`src/adm_pkg.sv`:
```
// Shared types, widths and codes of the audio ducking mixer.
package adm_pkg;

  // Field widths
  localparam int SAMPLE_BITS = 16;
  localparam int TIMER_BITS  = 20;
  localparam int GAIN_BITS   = 16;
  localparam int GAIN_W      = GAIN_BITS + 1;   // holds unity (32768)
  localparam int GAIN_FRAC   = 15;
  localparam int COUNT_BITS  = 32;

  // Configuration port
  localparam int CFG_IDX_W  = 3;
  localparam int CFG_DATA_W = (TIMER_BITS > GAIN_BITS) ? TIMER_BITS : GAIN_BITS;

  // Mix datapath widths
  localparam int PROD_W = SAMPLE_BITS + GAIN_W + 1;
  localparam int SUM_W  = PROD_W + 1;
  localparam int ACC_W  = SUM_W + GAIN_W + 1;
  localparam int FRAC_W = 2 * GAIN_FRAC;
  localparam int QUO_W  = ACC_W - FRAC_W;

  localparam logic [GAIN_W-1:0] UNITY = GAIN_W'(32768);

  // Reset values of the registers
  localparam logic [GAIN_W-1:0]     MASTER_RST  = GAIN_W'(26214);
  localparam logic [GAIN_W-1:0]     DUCK_RST    = GAIN_W'(3277);
  localparam logic [GAIN_W-1:0]     STEP_RST    = GAIN_W'(14);
  localparam logic [TIMER_BITS-1:0] TIMEOUT_RST = TIMER_BITS'(72000);

  typedef enum logic [1:0] {
    ST_MUSIC     = 2'd0,
    ST_DUCKING   = 2'd1,
    ST_RADIO     = 2'd2,
    ST_UNDUCKING = 2'd3
  } duck_state_e;

  typedef enum logic [CFG_IDX_W-1:0] {
    CFG_MASTER  = 3'd0,
    CFG_DUCK    = 3'd1,
    CFG_STEP_UP = 3'd2,
    CFG_STEP_DN = 3'd3,
    CFG_TIMEOUT = 3'd4
  } cfg_reg_e;

  typedef enum logic [1:0] {
    C_IDLE,
    C_MUL_A,
    C_MUL_B,
    C_OUT
  } ctrl_state_e;

  // Controller to datapath commands
  typedef struct packed {
    logic take;
    logic mul_a;
    logic mul_b;
    logic load_out;
  } adm_cmd_t;

endpackage

```
`src/adm_ctrl.sv`:
```
// Controller state machine of the mixer: sequences one word through the datapath.
module adm_ctrl
  import adm_pkg::*;
(
  input  logic     clk_i,
  input  logic     rst_ni,
  input  logic     in_valid_i,
  output logic     in_ready_o,
  output logic     out_valid_o,
  input  logic     out_ready_i,
  output adm_cmd_t cmd_o
);

  ctrl_state_e state_q, state_d;
  logic        out_valid_q, out_valid_d;

  // State and output-valid registers
  always_ff @(posedge clk_i or negedge rst_ni) begin
    if (!rst_ni) begin
      state_q     <= C_IDLE;
      out_valid_q <= 1'b0;
    end else begin
      state_q     <= state_d;
      out_valid_q <= out_valid_d;
    end
  end

  // Next state and commands
  always_comb begin
    state_d    = state_q;
    cmd_o      = '0;
    in_ready_o = 1'b0;
    unique case (state_q)
      C_IDLE: begin
        in_ready_o = 1'b1;
        if (in_valid_i) begin
          cmd_o.take = 1'b1;
          state_d    = C_MUL_A;
        end
      end
      C_MUL_A: begin
        cmd_o.mul_a = 1'b1;
        state_d     = C_MUL_B;
      end
      C_MUL_B: begin
        cmd_o.mul_b = 1'b1;
        state_d     = C_OUT;
      end
      C_OUT: begin
        // hold until the output register is free
        if (!out_valid_q || out_ready_i) begin
          cmd_o.load_out = 1'b1;
          state_d        = C_IDLE;
        end
      end
    endcase
  end

  // Output word valid: set on load, drop when taken
  always_comb begin
    if (cmd_o.load_out) begin
      out_valid_d = 1'b1;
    end else if (out_ready_i) begin
      out_valid_d = 1'b0;
    end else begin
      out_valid_d = out_valid_q;
    end
  end

  assign out_valid_o = out_valid_q;

endmodule

```
`src/adm_datapath.sv`:
```
// Datapath of the mixer: config registers, duck state, gain ramp, timer and mix.
module adm_datapath
  import adm_pkg::*;
(
  input  logic                          clk_i,
  input  logic                          rst_ni,
  input  adm_cmd_t                      cmd_i,
  input  logic                          cfg_we_i,
  input  logic [CFG_IDX_W-1:0]          cfg_index_i,
  input  logic [CFG_DATA_W-1:0]         cfg_data_i,
  input  logic                          action_i,
  input  logic signed [SAMPLE_BITS-1:0] phone_sample_i,
  input  logic signed [SAMPLE_BITS-1:0] radio_sample_i,
  input  logic                          radio_source_i,
  input  logic                          radio_on_i,
  output logic signed [SAMPLE_BITS-1:0] mixed_sample_o,
  output logic [1:0]                    mixer_state_o,
  output logic [GAIN_BITS-1:0]          phone_gain_now_o,
  output logic [COUNT_BITS-1:0]         ducks_so_far_o
);

  localparam logic signed [QUO_W-1:0] Q_MAX = QUO_W'((1 << (SAMPLE_BITS - 1)) - 1);
  localparam logic signed [QUO_W-1:0] Q_MIN = ~Q_MAX;
  localparam logic signed [ACC_W-1:0] BIAS  = ACC_W'((1 << FRAC_W) - 1);

  // Config registers, kept already clamped
  logic [GAIN_W-1:0]     master_q, duck_q, step_up_q, step_dn_q;
  logic [TIMER_BITS-1:0] limit_q;
  logic [GAIN_BITS-1:0]  cfg_gain;
  logic [GAIN_W-1:0]     cfg_sat, cfg_step;
  logic [TIMER_BITS-1:0] cfg_timer;

  // Block state
  duck_state_e           st_q, st_d;
  logic [GAIN_W-1:0]     gain_q, gain_d, tgt_q, tgt_d;
  logic                  bt_q, bt_d, wired_q, wired_d, run_q, run_d;
  logic [TIMER_BITS-1:0] cnt_q, cnt_d, cnt_inc;
  logic [COUNT_BITS-1:0] ducks_q, ducks_d;
  logic                  was_on, now_on;

  // Captured word and mix pipeline
  logic                          action_q;
  logic signed [SAMPLE_BITS-1:0] phone_q, radio_q;
  logic signed [PROD_W-1:0]      prod;
  logic signed [SAMPLE_BITS+GAIN_FRAC-1:0] radio_sh;
  logic signed [SUM_W-1:0]       sum_q;
  logic signed [ACC_W-1:0]       acc_q, biased;
  logic signed [QUO_W-1:0]       quo;
  logic signed [SAMPLE_BITS-1:0] sat;

  // Clamp incoming config values
  assign cfg_gain  = cfg_data_i[GAIN_BITS-1:0];
  assign cfg_sat   = ({1'b0, cfg_gain} > UNITY) ? UNITY : {1'b0, cfg_gain};
  assign cfg_step  = (cfg_gain == '0) ? GAIN_W'(1) : cfg_sat;
  assign cfg_timer = (cfg_data_i[TIMER_BITS-1:0] == '0) ? TIMER_BITS'(1)
                                                        : cfg_data_i[TIMER_BITS-1:0];

  // Write config registers
  always_ff @(posedge clk_i or negedge rst_ni) begin
    if (!rst_ni) begin
      master_q  <= MASTER_RST;
      duck_q    <= DUCK_RST;
      step_up_q <= STEP_RST;
      step_dn_q <= STEP_RST;
      limit_q   <= TIMEOUT_RST;
    end else if (cfg_we_i) begin
      unique case (cfg_index_i)
        CFG_MASTER:  master_q  <= cfg_sat;
        CFG_DUCK:    duck_q    <= cfg_sat;
        CFG_STEP_UP: step_up_q <= cfg_step;
        CFG_STEP_DN: step_dn_q <= cfg_step;
        CFG_TIMEOUT: limit_q   <= cfg_timer;
        default: ;
      endcase
    end
  end

  // Timer tick, gain step and activity events for the word being taken
  always_comb begin
    st_d    = st_q;
    gain_d  = gain_q;
    tgt_d   = tgt_q;
    bt_d    = bt_q;
    wired_d = wired_q;
    run_d   = run_q;
    cnt_d   = cnt_q;
    ducks_d = ducks_q;
    cnt_inc = cnt_q + TIMER_BITS'(1);
    was_on  = bt_q | wired_q;
    now_on  = was_on;
    if (!action_i) begin
      // advance the silence timer
      if (run_q) begin
        if (cnt_inc >= limit_q) begin
          run_d = 1'b0;
          cnt_d = '0;
          if (st_q == ST_RADIO) begin
            st_d  = ST_UNDUCKING;
            tgt_d = UNITY;
          end
        end else begin
          cnt_d = cnt_inc;
        end
      end
      // move the gain one step toward the target
      if (gain_q < tgt_d) begin
        gain_d = ((tgt_d - gain_q) <= step_up_q) ? tgt_d : gain_q + step_up_q;
      end else if (gain_q > tgt_d) begin
        gain_d = ((gain_q - tgt_d) <= step_dn_q) ? tgt_d : gain_q - step_dn_q;
      end
      if (gain_d == tgt_d) begin
        if (st_d == ST_DUCKING) begin
          st_d = ST_RADIO;
        end else if (st_d == ST_UNDUCKING) begin
          st_d = ST_MUSIC;
        end
      end
    end else begin
      // update activity flags
      if (!radio_source_i) begin
        bt_d = radio_on_i;
      end else begin
        wired_d = radio_on_i;
      end
      now_on = bt_d | wired_d;
      if (!was_on && now_on) begin
        run_d   = 1'b0;
        cnt_d   = '0;
        st_d    = ST_DUCKING;
        tgt_d   = duck_q;
        ducks_d = ducks_q + COUNT_BITS'(1);
      end else if (was_on && !now_on) begin
        run_d = 1'b1;
        cnt_d = '0;
      end
    end
  end

  // State registers
  always_ff @(posedge clk_i or negedge rst_ni) begin
    if (!rst_ni) begin
      st_q    <= ST_MUSIC;
      gain_q  <= UNITY;
      tgt_q   <= UNITY;
      bt_q    <= 1'b0;
      wired_q <= 1'b0;
      run_q   <= 1'b0;
      cnt_q   <= '0;
      ducks_q <= '0;
    end else if (cmd_i.take) begin
      st_q    <= st_d;
      gain_q  <= gain_d;
      tgt_q   <= tgt_d;
      bt_q    <= bt_d;
      wired_q <= wired_d;
      run_q   <= run_d;
      cnt_q   <= cnt_d;
      ducks_q <= ducks_d;
    end
  end

  // Capture the input word
  always_ff @(posedge clk_i) begin
    if (cmd_i.take) begin
      action_q <= action_i;
      phone_q  <= phone_sample_i;
      radio_q  <= radio_sample_i;
    end
  end

  // Phone times gain plus radio at unity
  assign prod     = phone_q * $signed({1'b0, gain_q});
  assign radio_sh = {radio_q, {GAIN_FRAC{1'b0}}};

  always_ff @(posedge clk_i) begin
    if (cmd_i.mul_a) begin
      sum_q <= SUM_W'(prod) + SUM_W'(radio_sh);
    end
  end

  // Times master gain
  always_ff @(posedge clk_i) begin
    if (cmd_i.mul_b) begin
      acc_q <= sum_q * $signed({1'b0, master_q});
    end
  end

  // Truncate toward zero and saturate
  assign biased = acc_q + (acc_q[ACC_W-1] ? BIAS : '0);
  assign quo    = biased[ACC_W-1:FRAC_W];
  always_comb begin
    if (quo > Q_MAX) begin
      sat = Q_MAX[SAMPLE_BITS-1:0];
    end else if (quo < Q_MIN) begin
      sat = Q_MIN[SAMPLE_BITS-1:0];
    end else begin
      sat = quo[SAMPLE_BITS-1:0];
    end
  end

  // Output register
  always_ff @(posedge clk_i) begin
    if (cmd_i.load_out) begin
      mixed_sample_o   <= action_q ? '0 : sat;
      mixer_state_o    <= st_q;
      phone_gain_now_o <= gain_q[GAIN_BITS-1:0];
      ducks_so_far_o   <= ducks_q;
    end
  end

endmodule

```
`src/audio_duck_mixer.sv`:
```
// Top level of the audio ducking mixer: controller plus datapath.
//
//   channel  direction  handshake                  payload
//   input    in         in_valid_i / in_ready_o    action, phone/radio samples, source, on
//   output   out        out_valid_o / out_ready_i  mixed sample, state, gain, duck count
//   config   in         cfg_we_i (no wait)         cfg_index_i, cfg_data_i
//
// Each word passes through the accept step (timer, gain step and events), two multiply
// stages (phone times gain, then times master) and the saturating output load.
// The next word is taken while the previous result waits in the output register.
// A stalled output holds the result stage and so blocks the next acceptance.
// Reset restores the config and mixer state registers to their defaults; the
// pipeline and output registers are not reset, and there is no clearing pass.
module audio_duck_mixer
  import adm_pkg::*;
(
  input  logic                          clk_i,
  input  logic                          rst_ni,
  input  logic                          cfg_we_i,
  input  logic [CFG_IDX_W-1:0]          cfg_index_i,
  input  logic [CFG_DATA_W-1:0]         cfg_data_i,
  input  logic                          in_valid_i,
  output logic                          in_ready_o,
  input  logic                          action_i,
  input  logic signed [SAMPLE_BITS-1:0] phone_sample_i,
  input  logic signed [SAMPLE_BITS-1:0] radio_sample_i,
  input  logic                          radio_source_i,
  input  logic                          radio_on_i,
  output logic                          out_valid_o,
  input  logic                          out_ready_i,
  output logic signed [SAMPLE_BITS-1:0] mixed_sample_o,
  output logic [1:0]                    mixer_state_o,
  output logic [GAIN_BITS-1:0]          phone_gain_now_o,
  output logic [COUNT_BITS-1:0]         ducks_so_far_o
);

  adm_cmd_t cmd;

  // Sequencer
  adm_ctrl u_ctrl (
    .clk_i       (clk_i),
    .rst_ni      (rst_ni),
    .in_valid_i  (in_valid_i),
    .in_ready_o  (in_ready_o),
    .out_valid_o (out_valid_o),
    .out_ready_i (out_ready_i),
    .cmd_o       (cmd)
  );

  // Arithmetic and state
  adm_datapath u_datapath (
    .clk_i            (clk_i),
    .rst_ni           (rst_ni),
    .cmd_i            (cmd),
    .cfg_we_i         (cfg_we_i),
    .cfg_index_i      (cfg_index_i),
    .cfg_data_i       (cfg_data_i),
    .action_i         (action_i),
    .phone_sample_i   (phone_sample_i),
    .radio_sample_i   (radio_sample_i),
    .radio_source_i   (radio_source_i),
    .radio_on_i       (radio_on_i),
    .mixed_sample_o   (mixed_sample_o),
    .mixer_state_o    (mixer_state_o),
    .phone_gain_now_o (phone_gain_now_o),
    .ducks_so_far_o   (ducks_so_far_o)
  );

endmodule

```
`config.mk`:
```
export PLATFORM = sky130hd
export DESIGN_NAME = audio_duck_mixer
export DESIGN_NICKNAME = d
export VERILOG_FILES = /design/src/adm_pkg.sv /design/src/adm_ctrl.sv /design/src/adm_datapath.sv /design/src/audio_duck_mixer.sv
export SDC_FILE = /design/constraint.sdc
export NUM_CORES = 2
export LEC_CHECK = 0
export BUFFER_PORTS_ARGS = -buffer_cell sky130_fd_sc_hd__buf_2
export CAP_MARGIN = 20
export CORE_MARGIN = 8
export CORE_UTILIZATION = 50
export DETAILED_ROUTE_END_ITERATION = 10
export GPL_TIMING_DRIVEN = 0
export PLACE_DENSITY_LB_ADDON = 0.15
export SYNTH_ARGS = -nofsm -noshare
export SYNTH_HDL_FRONTEND = slang
export SYNTH_SLANG_ARGS = --single-unit
```
`constraint.sdc`:
```
create_clock -name clk_i -period 12.2 [get_ports clk_i]
set_input_delay 0.61 -clock clk_i [delete_from_list [all_inputs] [get_ports clk_i]]
set_output_delay 0.61 -clock clk_i [all_outputs]
set_load 0.02 [all_outputs]
```
==> results by group <==
Worst setup path
  – Worst setup EP type: flop
  – CP max stage delay: 0.77 ns
  – CP Max Fanout: 10
  – CP Class: flop to flop
  – Critical path launch point type: flop
  – Arrival @ worst endpoint: approximately 12 ns
  – Most used cell, CP: ha_1
  – Worst path required time: 12.72 ns
  – CP max-delay cell: o21ai_1

Clock tree
  – CTS Root Cell: clkbuf_16
  – H-tree levels: 2
  – Clock latency on the worst-skew pair: ~0.64 ns
  – Post-cts hold buffer count: 0
  – CTS tree: built
  – Clk sinks: approximately 370
  – Worst-path clk slew: about 0.06 ns
  – Inserted Clock Buffers: 44
  – Number of buffers on the longest clock path: 3

Die
  – Core area: slightly below 100000 sq um
  – Die Area: between 100000 and 150000 sq um
  – Die X: 327 microns
  – I/O Pins: ~130
  – FP Rows: roughly 110
  – Die H: between 300 and 400 microns
  – Initial Utilization: approximately 50%

Synthesis
  – #FFs+latches synth: between 300 and 400
  – Async S/R FF share, synth: between 40% and 50%
  – Synth area leader: fa_1
  – Synthesized cell area: just under 50000 sq um
  – Seq/Total Area, Yosys: 20.9%
  – Synth warn: 0
  – Mapped Nets: 6397
  – Post-Synthesis Cells: around 5200
  – Largest cells by area after synthesis: fa_1 (32%), edfxtp_1 (12%), ha_1 (10%)
  – Number of flops mapped to enable cells by yosys: roughly 190
  – Distinct cell type count after synthesis: a little over 80
  – Syn_area_per_cell: about 9.3 sq um
  – Top FF cell, synth: edfxtp_1
  – Share of the synthesized area in the top cell type: a little under a third

Cells and area
  – Share of post-route cells with drive strength above 1: roughly 5.6%
  – Most frequent cells in the layout: inv_1 (1046), nand2_1 (793), fa_1 (760), ha_1 (385), and2_1 (297)
  – Commonest non-fill, non-tap cell in the layout: inv_1
  – Storage cell area: a little over 10000 sq um
  – # nets final: about 6600
  – Final core utilization: a little over half
  – Syn-to-layout area delta: 8.17%
  – Fillcell total: slightly below 9000
  – Footprint of the multi-input gates: about 33000 sq um

Timing
  – Max-Slew Margin vs Limit: a little under a third
  – Min cycle time layout: 11.57 ns
  – Max-slew violations: 0
  – Final hold slack: -0.0238 ns
  – Max Fclk: just under 0.09 GHz
  – Worst slew pin tran: between 1 and 1.5 ns
  – Setup-violating endpoint count in the final report: 0
  – Final period util: around 95%
  – Final hold vios: 9
  – RSZ-0062 raised after global routing: false
  – Worst Skew: between 0.02 and 0.03 ns

Global route
  – First-pass GRT wire length: approximately 220 mm
  – Gr ovfl total: 0
  – Total global-route track usage: about a quarter
  – Number of global-route vias before repair: 37446
  – Largest net degree at the start of global routing: around 100
  – Initial antenna violation count: 5

Detailed routing
  – Vias per inst: 5.41
  – Drc violations: 0
  – Final ANT Viol Nets: 0
  – First-pass detailed-route iteration total: 6
  – Drt initial violations: ~2500
  – Drt total wl: roughly 140 mm
  – WL/cell: approximately 21 microns
  – DR vias: about 36000

Placement
  – DP HPWL: between 100 and 150 mm
  – Port-buffer cells: around 130
  – Placer Congestion: roughly 0.99

Outcome
  – Failing checks: hold timing
  – Outcome: finished, violations left

Flow run
  – Maxcap violations: 0

Min path
  – Hold WC Path Type: primary input to async pin
==> synthesized netlist by cell type, types with 12 or more instances <==
cell type,n
xor2_1,61
and3_1,35
xnor2_1,139
o21bai_1,14
a22o_1,34
or3_1,20
a21oi_1,153
fa_1,760
dfstp_2,28
nand2b_1,27
nand4_1,32
a31oi_1,18
and2_1,298
ha_1,387
clkbuf_1,211
inv_1,1048
nand3_1,79
nor2b_1,21
dfrtp_1,150
edfxtp_1,187
nor2_1,152
a211oi_1,16
o21a_1,21
o21ai_0,195
o211ai_1,17
nand2_1,793
a21o_1,48
nor4_1,12
nor3_1,42
==> final cells by class <==
| cell class | instances | area share, % |
|---|---|---|
| Clock buffer | 64 | 2.45 |
| Tap cell | 1276 | 3.06 |
| Multi-Input combinational cell | 3554 | 64.0 |
| Sequential cell | 365 | 19.4 |
| Buffer | 219 | 1.65 |
| Timing Repair Buffer | 138 | 1.57 |
| Clock inverter | 18 | 0.352 |
| Inverter | 1049 | 7.54 |
| Antenna cell | 1 | 0.00479 |
==> worst paths after layout <==
kind | slack [ns] | cells past startpoint | to | start
worst max-delay path | 0.63 | 45 | u_datapath.st_q[1]$_DFFE_PN0P_ | u_datapath.cnt_q[0]$_DFFE_PN0P_
worst min-delay path | -0.02 | 1 | u_datapath.ducks_q[22]$_DFFE_PN0P_ | rst_ni
worst max register to register | 0.63 | 45 | u_datapath.st_q[1]$_DFFE_PN0P_ | u_datapath.cnt_q[0]$_DFFE_PN0P_
worst min register to register | 0.44 | 0 | u_datapath.ducks_so_far_o[17]$_DFFE_PP_ | u_datapath.ducks_q[17]$_DFFE_PN0P_
max in group asynchronous | 11.24 | 2 | u_datapath.master_q[2]$_DFFE_PN1P_ | rst_ni
min in group clk_i | 0.14 | 1 | u_datapath.phone_q[7]$_DFFE_PP_ | phone_sample_i[7]
==> per-stage QoR <==
step	setup TNS (ns)	cells	instance area (sq um)	hold slack (ns)	setup slack, ns
2_1_floorplan	0	5187	48300	0.314	2.41
3_3_place_gp	-0.865	6592	50500	0.432	-0.541
3_5_place_dp	-0.718	6597	50600	0.433	-0.468
4_1_cts	0	6679	52100	0.00637	0.0709
5_1_grt	0	6683	52200	0.00881	0.0241
6_report	0	6684	52200	-0.0238	0.632
==> worst max-delay path, delay by kind of cell, from the launching register on <==
kind	cells	cell delay [ns]
DFF	1	0.44
xor gates and xnor gates	2	0.36
AOI/OAI and AO/OA	18	4.23
adders and majority gates	4	1.18
and+or+nand+nor	15	3.84
buffers and inverters	6	1.39
==> timing repair <==
item | CTS | global route
pin swaps | 0 | 2
endpoints found under the setup margin | 2 | 2
hold endpoints to repair | 0 | 0
buffers inserted | 0 | 3
gates resized for setup | 4 | 19
==> state kept, by name, summed over array words and instances, names as in the netlist, 17 cells and up <==
register / flops
u_datapath.acc_q: 53
u_datapath.cnt_q: 20
u_datapath.ducks_q: 32
u_datapath.ducks_so_far_o: 32
u_datapath.gain_q: 17
u_datapath.limit_q: 20
u_datapath.sum_q: 35
u_datapath.tgt_q: 17
==> metal layers <==
layer	vias up	part of all wire [%]	routed length, microns	track usage [%]
li1	16577	-	-	-
met1	18035	43	59000	35.4
met2	1277	47	64300	42.7
met3	259	7.1	9870	4.44
met4	6	3.6	4990	8.44
met5	-	0.033	46	0
==> kinds of logic after synthesis <==
| family | share of synthesized area [%] |
|---|---|
| fa+ha+maj | 41.6 |
| compound gates | 8.52 |
| xor+xnor | 3.63 |
| mux | 0.397 |
| simple gates | 15.0 |
| flops | 20.9 |
| buf+inv | 9.93 |
Power is left out: the tool's default activity adds up to more than one toggle a clock period on the data nets, which glitch-free logic cannot reach.
